===== config.mk =====
export PLATFORM = sky130hd
export DESIGN_NAME = arm_elf_relocation_patch_unit
export DESIGN_NICKNAME = d
export VERILOG_FILES = /design/src/hdl/arp_pkg.sv /design/src/hdl/arp_sum.sv /design/src/hdl/arp_patch.sv /design/src/hdl/arm_elf_relocation_patch_unit.sv
export SDC_FILE = /design/constraint.sdc
export NUM_CORES = 1
export LEC_CHECK = 0
export BUFFER_PORTS_ARGS = -buffer_cell sky130_fd_sc_hd__buf_2
export CAP_MARGIN = 20
export CELL_PAD_IN_SITES_DETAIL_PLACEMENT = 2
export CELL_PAD_IN_SITES_GLOBAL_PLACEMENT = 2
export CORE_MARGIN = 3
export CORE_UTILIZATION = 32
export CTS_BUF_LIST = sky130_fd_sc_hd__clkbuf_4
export DETAILED_ROUTE_END_ITERATION = 6
export PLACE_DENSITY = 0.85
export SLEW_MARGIN = 15
export SYNTH_ARGS = -nofsm -noshare
export SYNTH_HDL_FRONTEND = slang
export SYNTH_SLANG_ARGS = --single-unit

===== constraint.sdc =====
create_clock -name clk -period 4.6 [get_ports clk]
set_input_delay 0.23 -clock clk [delete_from_list [all_inputs] [get_ports clk]]
set_output_delay 0.23 -clock clk [all_outputs]
set_load 0.01 [all_outputs]

===== src/hdl/arp_pkg.sv =====
// package: relocation codes, status codes and the stage record for the patch unit
package arp_pkg;

	// arm elf relocation codes that the unit handles
	localparam logic [7:0] RT_NONE            = 8'd0;
	localparam logic [7:0] RT_ABS32           = 8'd2;
	localparam logic [7:0] RT_REL32           = 8'd3;
	localparam logic [7:0] RT_THM_CALL        = 8'd10;
	localparam logic [7:0] RT_CALL            = 8'd28;
	localparam logic [7:0] RT_JUMP24          = 8'd29;
	localparam logic [7:0] RT_TARGET1         = 8'd38;
	localparam logic [7:0] RT_V4BX            = 8'd40;
	localparam logic [7:0] RT_TARGET2         = 8'd41;
	localparam logic [7:0] RT_PREL31          = 8'd42;
	localparam logic [7:0] RT_MOVW_ABS_NC     = 8'd43;
	localparam logic [7:0] RT_MOVT_ABS        = 8'd44;
	localparam logic [7:0] RT_THM_MOVW_ABS_NC = 8'd47;
	localparam logic [7:0] RT_THM_MOVT_ABS    = 8'd48;

	// status codes
	localparam logic [1:0] ST_PATCHED = 2'd0;
	localparam logic [1:0] ST_NOP     = 2'd1;
	localparam logic [1:0] ST_RANGE   = 2'd2;
	localparam logic [1:0] ST_UNKNOWN = 2'd3;

	// item after the address sums
	typedef struct packed {
		logic        valid;
		logic [7:0]  rtype;
		logic [31:0] word;
		logic [31:0] abs_val;
		logic [31:0] rel_val;
	} sum_t;

endpackage


===== src/hdl/arp_sum.sv =====
// address sum stage: absolute and place-relative values of one item
module arp_sum (
	input  logic              clk,
	input  logic              arst_n,
	input  logic              valid,
	input  logic [7:0]        rtype,
	input  logic [31:0]       addend,
	input  logic [31:0]       symbol_value,
	input  logic [31:0]       place_address,
	input  logic [31:0]       original_word,
	output arp_pkg::sum_t     sum
);
	import arp_pkg::*;

	logic [31:0] abs_c;
	logic [31:0] rel_c;
	logic        valid_s2;
	logic [7:0]  rtype_s2;
	logic [31:0] word_s2;
	logic [31:0] abs_s2;
	logic [31:0] rel_s2;

	// s + a and s + a - p, modulo 2^32
	always_comb begin
		abs_c = symbol_value + addend;
		rel_c = symbol_value + addend - place_address;
	end

	// valid flag under reset
	always_ff @(posedge clk or negedge arst_n) begin
		if (!arst_n) begin
			valid_s2 <= 1'b0;
		end else begin
			valid_s2 <= valid;
		end
	end

	// payload
	always_ff @(posedge clk) begin
		rtype_s2 <= rtype;
		word_s2  <= original_word;
		abs_s2   <= abs_c;
		rel_s2   <= rel_c;
	end

	// packed in field order: valid, rtype, word, abs_val, rel_val
	assign sum = {valid_s2, rtype_s2, word_s2, abs_s2, rel_s2};

endmodule


===== src/hdl/arp_patch.sv =====
// patch stage: field splicing, branch range check and result register
module arp_patch (
	input  logic          clk,
	input  logic          arst_n,
	input  arp_pkg::sum_t sum,
	output logic          done,
	output logic [31:0]   patched_word,
	output logic [1:0]    status
);
	import arp_pkg::*;

	logic [31:0] val_c;
	logic [1:0]  st_c;
	logic        thm_ok;
	logic        arm_ok;
	logic        done_q;
	logic [31:0] word_q;
	logic [1:0]  status_q;

	// arm movw/movt immediate
	function automatic logic [31:0] arm_imm16(input logic [31:0] w, input logic [15:0] imm);
		arm_imm16 = (w & 32'hfff0f000) | {12'd0, imm[15:12], 4'd0, imm[11:0]};
	endfunction

	// thumb-2 movw/movt immediate
	function automatic logic [31:0] thumb_imm16(input logic [31:0] w, input logic [15:0] imm);
		logic [15:0] hi;
		logic [15:0] lo;
		hi = (w[15:0] & 16'hfbf0) | {5'd0, imm[11], 6'd0, imm[15:12]};
		lo = (w[31:16] & 16'h8f00) | {1'b0, imm[10:8], 4'd0, imm[7:0]};
		thumb_imm16 = {lo, hi};
	endfunction

	// thumb-2 bl / b.w offset
	function automatic logic [31:0] thumb_call(input logic [31:0] w, input logic [31:0] off);
		logic [15:0] hi;
		logic [15:0] lo;
		logic        s;
		logic        j1;
		logic        j2;
		s  = off[24];
		j1 = ~(s ^ off[23]);
		j2 = ~(s ^ off[22]);
		hi = (w[15:0] & 16'hf800) | {5'd0, s, off[21:12]};
		lo = (w[31:16] & 16'hd000) | {2'd0, j1, 1'b0, j2, off[11:1]};
		thumb_call = {lo, hi};
	endfunction

	// offset strictly inside +-2^24 and +-2^25 as sign-extension tests
	always_comb begin
		thm_ok = (sum.rel_val[31:24] == 8'h00) ||
			((sum.rel_val[31:24] == 8'hff) && (sum.rel_val[23:0] != 24'd0));
		arm_ok = (sum.rel_val[31:25] == 7'h00) ||
			((sum.rel_val[31:25] == 7'h7f) && (sum.rel_val[24:0] != 25'd0));
	end

	// select patch by relocation code
	always_comb begin
		val_c = 32'd0;
		st_c  = ST_PATCHED;
		case (sum.rtype)
			RT_V4BX: begin
				val_c = (sum.word & 32'hf000000f) | 32'h01a0f000;
			end
			RT_ABS32, RT_TARGET1: begin
				val_c = sum.abs_val;
			end
			RT_REL32, RT_TARGET2: begin
				val_c = sum.rel_val;
			end
			RT_THM_CALL: begin
				if (thm_ok) begin
					val_c = thumb_call(sum.word, sum.rel_val);
				end else begin
					st_c = ST_RANGE;
				end
			end
			RT_CALL, RT_JUMP24: begin
				if (arm_ok) begin
					val_c = (sum.word & 32'hff000000) | {8'd0, sum.rel_val[25:2]};
				end else begin
					st_c = ST_RANGE;
				end
			end
			RT_PREL31: begin
				val_c = sum.rel_val & 32'h7fffffff;
			end
			RT_MOVW_ABS_NC: begin
				val_c = arm_imm16(sum.word, sum.abs_val[15:0]);
			end
			RT_MOVT_ABS: begin
				val_c = arm_imm16(sum.word, sum.abs_val[31:16]);
			end
			RT_THM_MOVW_ABS_NC: begin
				val_c = thumb_imm16(sum.word, sum.abs_val[15:0]);
			end
			RT_THM_MOVT_ABS: begin
				val_c = thumb_imm16(sum.word, sum.abs_val[31:16]);
			end
			RT_NONE: begin
				st_c = ST_NOP;
			end
			default: begin
				st_c = ST_UNKNOWN;
			end
		endcase
	end

	// result strobe
	always_ff @(posedge clk or negedge arst_n) begin
		if (!arst_n) begin
			done_q <= 1'b0;
		end else begin
			done_q <= sum.valid;
		end
	end

	// result payload
	always_ff @(posedge clk) begin
		word_q   <= val_c;
		status_q <= st_c;
	end

	assign done         = done_q;
	assign patched_word = word_q;
	assign status       = status_q;

endmodule


===== src/hdl/arm_elf_relocation_patch_unit.sv =====
// top level of the arm elf relocation patch unit
// an accepted item passes the input, sum and result registers in turn; done rises from the result register
// throughput: one item per cycle, set by the three-stage pipeline; busy never rises
// the receiver cannot stall, so each result is shown for exactly one cycle
// reset clears the valid flags of all stages; payload registers are not reset
module arm_elf_relocation_patch_unit (
	input  logic        clk,
	input  logic        arst_n,
	input  logic        start,
	output logic        busy,
	input  logic [7:0]  reloc_type,
	input  logic [31:0] addend,
	input  logic [31:0] symbol_value,
	input  logic [31:0] place_address,
	input  logic [31:0] original_word,
	output logic        done,
	output logic [31:0] patched_word,
	output logic [1:0]  status
);
	import arp_pkg::*;

	logic        valid_s1;
	logic [7:0]  rtype_s1;
	logic [31:0] addend_s1;
	logic [31:0] symbol_s1;
	logic [31:0] place_s1;
	logic [31:0] word_s1;
	sum_t        sum;

	// every stage advances each cycle
	assign busy = 1'b0;

	// input register valid flag
	always_ff @(posedge clk or negedge arst_n) begin
		if (!arst_n) begin
			valid_s1 <= 1'b0;
		end else begin
			valid_s1 <= start && !busy;
		end
	end

	// input register payload
	always_ff @(posedge clk) begin
		rtype_s1  <= reloc_type;
		addend_s1 <= addend;
		symbol_s1 <= symbol_value;
		place_s1  <= place_address;
		word_s1   <= original_word;
	end

	// address sums
	arp_sum u_sum (
		.clk           (clk),
		.arst_n        (arst_n),
		.valid         (valid_s1),
		.rtype         (rtype_s1),
		.addend        (addend_s1),
		.symbol_value  (symbol_s1),
		.place_address (place_s1),
		.original_word (word_s1),
		.sum           (sum)
	);

	// patch and result register
	arp_patch u_patch (
		.clk          (clk),
		.arst_n       (arst_n),
		.sum          (sum),
		.done         (done),
		.patched_word (patched_word),
		.status       (status)
	);

	// a result only follows an item in the sum stage
	a_done_follows: assert property (@(posedge clk) disable iff (!arst_n)
		done |-> $past(sum.valid))
		else $error("result without an item in flight");

	// anything but a patch gives a zero word
	a_zero_word: assert property (@(posedge clk) disable iff (!arst_n)
		(done && status != ST_PATCHED) |-> (patched_word == 32'd0))
		else $error("non-zero word with non-patch status");

	// range errors only come from branch codes
	a_range_branch: assert property (@(posedge clk) disable iff (!arst_n)
		(done && status == ST_RANGE) |->
		($past(sum.rtype) == RT_THM_CALL || $past(sum.rtype) == RT_CALL ||
		$past(sum.rtype) == RT_JUMP24))
		else $error("range error on a non-branch code");

endmodule


==> results of run 1 <==
worst max-delay path by stage:
stage | endpoint | from
floorplan | u_sum.rel_s2[31]$_DFF_P_ | addend_s1[0]$_DFF_P_
global placement | u_sum.rel_s2[31]$_DFF_P_ | addend_s1[0]$_DFF_P_
detailed placement | u_sum.rel_s2[30]$_DFF_P_ | addend_s1[0]$_DFF_P_
CTS | u_sum.rel_s2[31]$_DFF_P_ | addend_s1[0]$_DFF_P_
global route | u_sum.rel_s2[31]$_DFF_P_ | symbol_s1[2]$_DFF_P_
finish | u_sum.rel_s2[31]$_DFF_P_ | symbol_s1[2]$_DFF_P_
state kept, by name (all words and copies together), names as in the netlist:
name / count
valid_s1: 1
place_s1: 32
symbol_s1: 32
u_sum.rtype_s2: 8
addend_s1: 32
u_sum.word_s2: 27
u_patch.status: 2
u_patch.done: 1
u_sum.abs_s2: 32
word_s1: 27
u_sum.rel_s2: 32
u_patch.patched_word: 32
rtype_s1: 8
u_sum.valid_s2: 1
timing repair:
item	CTS	global route
buffers inserted	0	4
endpoints found under the setup margin	6	15
endpoints found under the hold margin	135	0
pin swaps	0	8
hold buffers	134	0
gates resized for setup	2	35
power by group through the flow:
| stage | logic, mW | clock network (mW) | registers (mW) |
|---|---|---|---|
| after global routing | 1.55 | 2.50 | 2.99 |
| after floorplan | 0.828 | 0 | 2.81 |
| final | 1.44 | 2.28 | 2.98 |
| after detailed placement | 1.17 | 0 | 3.01 |
| after global placement | 1.11 | 0 | 3.01 |
| after CTS | 1.28 | 2.29 | 2.96 |
cells in the mapped netlist, drive strengths merged, types with 13 or more instances:
library cell and instances:
dfxtp 264, a21oi 81, nand2 69, ha 62, inv 57, o21ai 55
nor2 46, xnor2 36, clkbuf 33, a22oi 29, a21o 27, a221o 27
nand3 20, xor2 19, nand4 13, nor2b 13, o21a 13
final cells by class:
| cell class | instances | area (um^2) | share of cell area [%] |
|---|---|---|---|
| repair buffers | 315 | 2280 | 16.1 |
| flip-flops and latches | 267 | 5360 | 37.8 |
| diodes | 1 | 2.50 | 0.0176 |
| clock inverters | 17 | 110 | 0.776 |
| clock buffers | 113 | 848 | 5.98 |
| well taps | 435 | 544 | 3.84 |
| inverters | 57 | 214 | 1.51 |
| multi-input cells | 657 | 4820 | 34.0 |
per-layer routing:
metal / vias to the layer above / GRT usage, % / wire (um)
met4: 4 / 9.77 / 1670
met1: 4854 / 27.9 / 17400
met3: 102 / 5.66 / 2360
li1: 4443 / - / -
met2: 351 / 45.7 / 22900
met5: - / 0 / 23
cells by family after synthesis:
group           Yosys count
flops                   267
xor+xnor                 56
buf+inv                 101
mux                       1
fa+ha+maj                64
simple gates            223
compound gates          312
other cells               1
per-stage QoR:
stage | TNS (ns) | power [mW] | setup WS (ns) | instances | cell area, um^2
floorplan | 0 | 3.63 | 0.705 | 1025 | 10400
global placement | 0 | 4.11 | 0.171 | 1593 | 11700
detailed placement | -0.116 | 4.18 | -0.102 | 1593 | 11700
CTS | 0 | 6.53 | 0.0148 | 1857 | 14000
global route | -0.189 | 7.04 | -0.159 | 1862 | 14200
finish | 0 | 6.71 | 0.0373 | 1862 | 14200
worst max-delay path: cells and delay by family (launching register included):
family / cells / cell delay [ns]
AOI/OAI and AO/OA: 9 / 2.06
xor gates and xnor gates: 2 / 0.33
adders and majority gates: 2 / 0.76
buffers and inverters: 1 / 0.16
DFF: 1 / 0.35
and+or+nand+nor: 4 / 0.71
==> impl_metrics.yaml, run 1 <==
sta:
  setup_viol: 0
  clock.fmax_mhz: 219
  drv_slew: 0
  finalCritPeriodShare_pct: 99.2
  relSlewSlack_pct: 35.9
  period_needed_ns: 4.56
  hold_violations: 0
  fin_skew_ns: 0.0828
  holdWs_ns: 0.107
  tightest_slew_ns: 0.958
synth:
  synth_area_leaders: "dfxtp_1, ha_1, a21oi_1, xnor2_1, a221o_1"
  avgSynthCellArea_um2: 10.1
  synthMuxAreaShare_pct: 0.108
  synth_top_family_by_area: "compound AO/OA/AOI/OAI gates"
  yosysTopAreaCellShare_pct: 50.8
  syn_area_um2: 10400
  async_reset_ff_share_pct: 1.12
  synth-seq-area-share_pct: 51.5
  ys_types: 74
  syn-num-nets: 1228
  synth-edff-count: 0
  synth_compound_area_share_pct: 21.0
  ys.flop_type: "dfxtp_1"
  yosys_warnings: 0
  ys_ff_latch: 267
  yosys.area_share.simple_pct: 10.7
  synthXorXnorAreaFrac_pct: 4.86
  synthAdderAreaFrac_pct: 7.84
  synthCells: 1025
  synth_top_cell_by_area: "dfxtp_1"
route:
  drt-vias-per-instance: 5.24
  ant_nets: 0
  wirelength_um: 44300
  dr_total_vias: 9754
  drt_first_pass_iters: 5
  drt_iter0_markers: 654
  drc: 0
  wl_per_cell_um: 23.8
cts:
  clock-sinks: 267
  clk_path_buf_depth: 3
  cts_max_level: 3
  cts_root_buf: "clkbuf_4"
  insertion_delay_ns: 0.77
  clk_pin_slew_ns: 0.10
  cts_buffers: 75
  tritoncts: "built"
power_and_ir_drop:
  ir_drop_uv: 182
  power_density_nw_per_um2: 473
  internal-power_mw: 4.40
  pwr-share-comb_pct: 21.5
  p_sw_share_pct: 34.3
  switchingPower_mw: 2.30
  sequentialPowerShare_pct: 44.5
  p_clk_share_pct: 33.9
  leakagePower_nw: 6.32
layout:
  fin_nets: 1576
  mostFrequentLayoutCell: "dfxtp_1"
  nFillCells: 3316
  syn2layout_area_growth_pct: 36.4
  final_cell_mix: "dfxtp_1, buf_2, dlygate4sd3_1"
  final_layout_size_suffix_gt1_share_pct: 25.0
  final_util_pct: 44.6
setup_path:
  worst_path_most_repeated_cell: "a21o_1"
  regToRegSetupSlack_ns: 0.04
  r2r_end: "u_sum.rel_s2[31]$_DFF_P_"
  r2r_start: "symbol_s1[2]$_DFF_P_"
  worst_setup_path_start_kind: "flop"
  crit_type: "reg2reg"
  cp.required_ns: 5.19
  cp-end-kind: "flop"
  cp.arrival_ns: 5.15
  cp_slowest_cell: "ha_2"
  path_cells: "ha_1, nor2b_2, o31a_1, nor4_1, nor2_1, buf_4, o221ai_2, o21ai_1, xor2_1, ha_2, a21o_1, a21oi_1, o21ai_0, a21o_1, a2111oi_2, nor3_2, a311oi_2, xnor2_1"
  ff2ff_path_depth: 18
  crit_fanout: 7
  max_stage_delay_ns: 0.39
placement:
  gp_congestion: 0.881
  dp_hpwl_um: 27600
  io_buffers: 168
floorplanning:
  die_h_um: 186
  start_util_pct: 32.7
  io_pins: 175
  die_x_um: 186
  core_region_area_um2: 31800
  die_area_um2: 34700
  rows: 65
global_route:
  first_global_vias: 10900
  overflow: 0
  grt_pass1_wl_um: 65500
  antenna_found_initial: 3
  grt_max_degree: 31
  grt.total_usage_pct: 24.9
min_path:
  hold_path_depth: 2
  whs_endpoint: "symbol_s1[3]$_DFF_P_"
  hold_start: "symbol_value[3]"
  hold_class: "in2reg"
status:
  status: "finished, final reports clean"
job:
  cap_viol_max_count: 0
(Power assumes the default switching activity.)
==> run 2: changes to the inputs <==
- CORE_ASPECT_RATIO: unset -> 1.5
==> impl_metrics.yaml, run 2 (same netlist as run 1, synthesis figures left out) <==
route:
  ant_nets: 0
  wl_per_cell_um: 23.5
  drt-vias-per-instance: 5.33
  wirelength_um: 43000
  drc: 0
  drt_iter0_markers: 490
  dr_total_vias: 9752
  drt_first_pass_iters: 6
cts:
  clk_pin_slew_ns: 0.09
  tritoncts: "built"
  cts_buffers: 68
  insertion_delay_ns: 0.77
  cts_max_level: 3
  clk_path_buf_depth: 3
  cts_root_buf: "clkbuf_4"
  clock-sinks: 267
layout:
  multiInputGateArea_um2: 4800
  final_layout_size_suffix_gt1_share_pct: 23.9
  final_util_pct: 44.0
  mostFrequentLayoutCell: "dfxtp_1"
  seq_area_um2: 5360
  final_cell_mix: "dfxtp_1, buf_2, dlygate4sd3_1"
  fin_cells: 1830
  fin_nets: 1572
  syn2layout_area_growth_pct: 35.1
  nFillCells: 3337
  final_cell_area_um2: 14100
sta:
  finalCritPeriodShare_pct: 97.9
  period_needed_ns: 4.50
  fin_skew_ns: 0.0762
  holdWs_ns: 0.0941
  relSlewSlack_pct: 34.3
  tightest_slew_ns: 0.981
  drv_slew: 0
  clock.fmax_mhz: 222
  setup_ws_ns: 0.0962
  hold_violations: 0
  setup_viol: 0
  fin_setup_tns_ns: 0
setup_path:
  crit_type: "reg2reg"
  crit_fanout: 8
  cp.arrival_ns: 5.16
  worst_setup_path_start_kind: "flop"
  cp-end-kind: "flop"
  cp.required_ns: 5.26
power_and_ir_drop:
  power_density_nw_per_um2: 465
  power_mw: 6.54
  p_clk_share_pct: 32.9
  ir_drop_uv: 183
  internal-power_mw: 4.27
  p_sw_share_pct: 34.6
  pwr-share-comb_pct: 21.7
  sequentialPowerShare_pct: 45.4
  switchingPower_mw: 2.27
  leakagePower_nw: 6.28
global_route:
  overflow: 0
  grt_pass1_wl_um: 65200
  grt.total_usage_pct: 24.3
  antenna_found_initial: 1
  first_global_vias: 11100
  grt_max_degree: 31
floorplanning:
  die_x_um: 153
  io_pins: 175
  die_area_um2: 34700
  die_h_um: 227
  rows: 80
  start_util_pct: 32.6
  core_region_area_um2: 31900
placement:
  dp_hpwl_um: 27000
  dp_slack_ns: -0.0185
  postPlaceCellArea_um2: 11600
  dp_cells: 1568
  gp_congestion: 0.882
  io_buffers: 168
min_path:
  hold_class: "in2reg"
job:
  cap_viol_max_count: 0
status:
  status: "finished, final reports clean"
run 2: cell types whose count changed in the layout (fill, tap and decap cells not counted), moves of 2 or more:
cell	previous run	this run
inv_2	1	3
clkinv_2	4	7
clkinvlp_4	4	0
clkinv_1	7	16
buf_4	13	16
a21oi_1	74	76
clkbuf_4	113	93
run 2: cell type report:
type | count | area share (%)
inverter | 57 | 1.52
antenna | 1 | 0.0178
multi-input combinational | 657 | 34.1
timing repair buffer | 318 | 16.4
sequential | 267 | 38.1
tap | 410 | 3.65
clock buffer | 93 | 4.97
clock inverter | 27 | 1.16
run 2: critical path, stage by stage, from the launching register on:
cell and delay (ns):
dfxtp_1 0.32, ha_1 0.38, nand2_1 0.14, o311ai_1 0.39
a21oi_1 0.17, buf_4 0.18, or4b_1 0.51, o211ai_2 0.17
a41oi_1 0.23, xnor2_2 0.23, ha_2 0.36, and2_1 0.19
and3_2 0.26, nand2_1 0.07, nor2_1 0.07, a211oi_2 0.25
o31ai_1 0.14, a21oi_1 0.19, xnor2_1 0.17
run 2: final timing paths:
| check | from | to | slack, ns | cells past startpoint |
|---|---|---|---|---|
| hold reg to reg | rtype_s1[4]$_DFF_P_ | u_sum.rtype_s2[4]$_DFF_P_ | 0.32 | 0 |
| setup reg to reg | addend_s1[4]$_DFF_P_ | u_sum.rel_s2[28]$_DFF_P_ | 0.1 | 18 |
| min in group asynchronous | arst_n | u_patch.done$_DFF_PN0_ | 0.39 | 3 |
| setup / recovery | addend_s1[4]$_DFF_P_ | u_sum.rel_s2[28]$_DFF_P_ | 0.1 | 18 |
| max in group asynchronous | arst_n | valid_s1$_DFF_PN0_ | 4.07 | 3 |
| hold / removal | addend[16] | addend_s1[16]$_DFF_P_ | 0.09 | 2 |
run 2: routing by layer:
metal	vias to the layer above	GRT usage, %	part of all wire, %
met5	-	0	0
met3	140	4.30	4.1
met4	0	14.8	5.6
met1	4832	24.8	36
met2	352	45.7	54
li1	4428	-	-
run 2: repair_timing:
action | in CTS | in global routing
setup endpoints to repair | 5 | 13
endpoints found under the hold margin | 135 | 0
hold buffers | 134 | 0
pin swaps | 1 | 8
resized for setup | 5 | 27
setup buffers | 0 | 7
run 2: power groups by stage:
stage / Clock [mW] / Combinational, mW / Sequential, mW
2_1_floorplan: 0 / 0.828 / 2.81
3_3_place_gp: 0 / 1.11 / 2.99
3_5_place_dp: 0 / 1.17 / 2.99
4_1_cts: 2.13 / 1.29 / 2.94
5_1_grt: 2.35 / 1.54 / 2.98
6_report: 2.15 / 1.42 / 2.97
==> run 3: changes to the inputs <==
- CELL_PAD_IN_SITES_DETAIL_PLACEMENT: 2 -> unset
- CELL_PAD_IN_SITES_GLOBAL_PLACEMENT: 2 -> unset
- PLACE_DENSITY: 0.85 -> 0.62
==> impl_metrics.yaml, run 3 (same netlist as run 1, synthesis figures left out) <==
floorplanning:
  die_x_um: 153
  die_h_um: 227
  die_area_um2: 34700
  start_util_pct: 32.6
  rows: 80
  io_pins: 175
  core_region_area_um2: 31900
cts:
  clock-sinks: 267
  clk_pin_slew_ns: 0.06
  tritoncts: "built"
  clk_path_buf_depth: 3
  cts_max_level: 3
  cts_root_buf: "clkbuf_4"
  insertion_delay_ns: 0.73
  post_cts_buffers: 0
  cts_buffers: 66
setup_path:
  cp.required_ns: 5.23
  max_stage_delay_ns: 0.40
  worst_setup_path_start_kind: "flop"
  crit_type: "reg2reg"
  worst_path_most_repeated_cell: "ha_1"
  crit_family: "compound AO/OA/AOI/OAI gates"
  cp_slowest_cell: "fa_1"
  crit_fanout: 5
  path_cells: "ha_1, inv_1, fa_1, nor2b_1, o31a_1, o21ai_1, a21oi_2, o211ai_1, and4b_1, a41o_1, a221o_1, ha_1, and2_1, and3_1, nand2_1, nor2_1, a211oi_1, o31ai_1, a21oi_1, xnor2_1"
  cp.arrival_ns: 5.00
  cp-end-kind: "flop"
  crit_buf_inv: 1
sta:
  fin_skew_ns: 0.0414
  setup_viol: 0
  drv_slew: 0
  clock.fmax_mhz: 229
  tightest_slew_ns: 1.08
  period_needed_ns: 4.37
  rsz0062_at_grt: "true"
  hold_violations: 0
  relSlewSlack_pct: 27.5
  finalCritPeriodShare_pct: 95.1
placement:
  io_buffers: 168
  dp_hpwl_um: 22900
  gp_congestion: 0.888
layout:
  multiInputGateArea_um2: 4660
  seq_area_um2: 5360
  final_util_pct: 43.4
  final_cell_mix: "dfxtp_1, buf_2, dlygate4sd3_1"
  syn2layout_area_growth_pct: 33.3
  nFillCells: 3101
  mostFrequentLayoutCell: "dfxtp_1"
  final_layout_size_suffix_gt1_share_pct: 21.5
  fin_nets: 1562
route:
  wirelength_um: 31000
  drt_first_pass_iters: 6
  dr_total_vias: 8961
  drc: 0
  ant_nets: 0
  drt-vias-per-instance: 4.94
  wl_per_cell_um: 17.1
  drt_iter0_markers: 578
global_route:
  grt.total_usage_pct: 17.7
  antenna_found_initial: 2
  grt_max_degree: 31
  overflow: 0
  use_met1_pct: 18.1
  first_global_vias: 9441
  met2_usage_pct: 33.2
  grt-busiest-layer: "met2"
  grt_pass1_wl_um: 48100
  grt_use_met3_pct: 3.59
power_and_ir_drop:
  ir_drop_uv: 255
  p_clk_share_pct: 32.9
  power_density_nw_per_um2: 446
  internal-power_mw: 4.29
  switchingPower_mw: 1.89
  leakagePower_nw: 6.20
  sequentialPowerShare_pct: 47.8
  pwr-share-comb_pct: 19.3
  p_sw_share_pct: 30.6
  power_mw: 6.18
min_path:
  hold_class: "in2reg"
status:
  status: "finished, final reports clean"
job:
  cap_viol_max_count: 0
## run 3: area by class of cell
class / instances / area share, %
timing repair buffer: 310 / 16.2
antenna: 2 / 0.0361
tap: 410 / 3.70
multi-input combinational: 657 / 33.6
clock inverter: 23 / 1.53
clock buffer: 87 / 4.71
sequential: 267 / 38.7
inverter: 57 / 1.54
## run 3: path summary, 6_finish.rpt
kind | slack, ns | endpoint | start | cells after the start
worst max-delay path | 0.23 | u_sum.rel_s2[28]$_DFF_P_ | addend_s1[0]$_DFF_P_ | 20
worst min-delay path | 0.13 | addend_s1[14]$_DFF_P_ | addend[14] | 2
worst max register to register | 0.23 | u_sum.rel_s2[28]$_DFF_P_ | addend_s1[0]$_DFF_P_ | 20
worst min register to register | 0.31 | u_sum.rtype_s2[6]$_DFF_P_ | rtype_s1[6]$_DFF_P_ | 0
max in group asynchronous | 4.06 | u_patch.done$_DFF_PN0_ | arst_n | 3
min in group asynchronous | 0.38 | valid_s1$_DFF_PN0_ | arst_n | 3
## run 3: power by group through the flow
stage          registers, mW  logic, mW  clock network, mW
4_1_cts                 2.94       1.19               2.12
6_report                2.96       1.19               2.03
3_3_place_gp            3.00       1.08                  0
5_1_grt                 2.97       1.34               2.22
2_1_floorplan           2.81      0.828                  0
3_5_place_dp            2.99       1.10                  0
## run 3: what timing repair did
| action | 4_1_cts | 5_1_grt |
|---|---|---|
| hold endpoints to repair | 135 | 0 |
| endpoints found under the setup margin | 0 | 5 |
| hold buffers | 134 | 0 |
| resized for setup | 0 | 3 |
## run 3: worst register-to-register path, cell delays in order (launching register included)
cell and delay (ns):
dfxtp_1 0.32, ha_1 0.20, inv_1 0.07, fa_1 0.40
nor2b_1 0.17, o31a_1 0.20, o21ai_1 0.11, a21oi_2 0.24
o211ai_1 0.22, and4b_1 0.26, a41o_1 0.19, a221o_1 0.28
ha_1 0.34, and2_1 0.21, and3_1 0.24, nand2_1 0.09
nor2_1 0.04, a211oi_1 0.23, o31ai_1 0.13, a21oi_1 0.19
xnor2_1 0.14
## run 3: metrics by stage
step                TNS, ns  instances  setup WS (ns)  instance area, um^2  hold WS [ns]
floorplan                 0       1025          0.705                10400       -0.0656
global placement          0       1567          0.231                11600        0.0245
detailed placement        0       1567          0.136                11600        0.0278
CTS                       0       1811          0.141                13800        0.0106
global route        -0.0260       1813        -0.0260                13900        0.0720
finish                    0       1813          0.226                13900         0.132
## run 3: per-layer routing
| metal | up-vias | wire (um) |
|---|---|---|
| met5 | - | 0 |
| met4 | 0 | 1480 |
| met3 | 80 | 1470 |
| met2 | 307 | 16400 |
| met1 | 4155 | 11600 |
| li1 | 4419 | - |
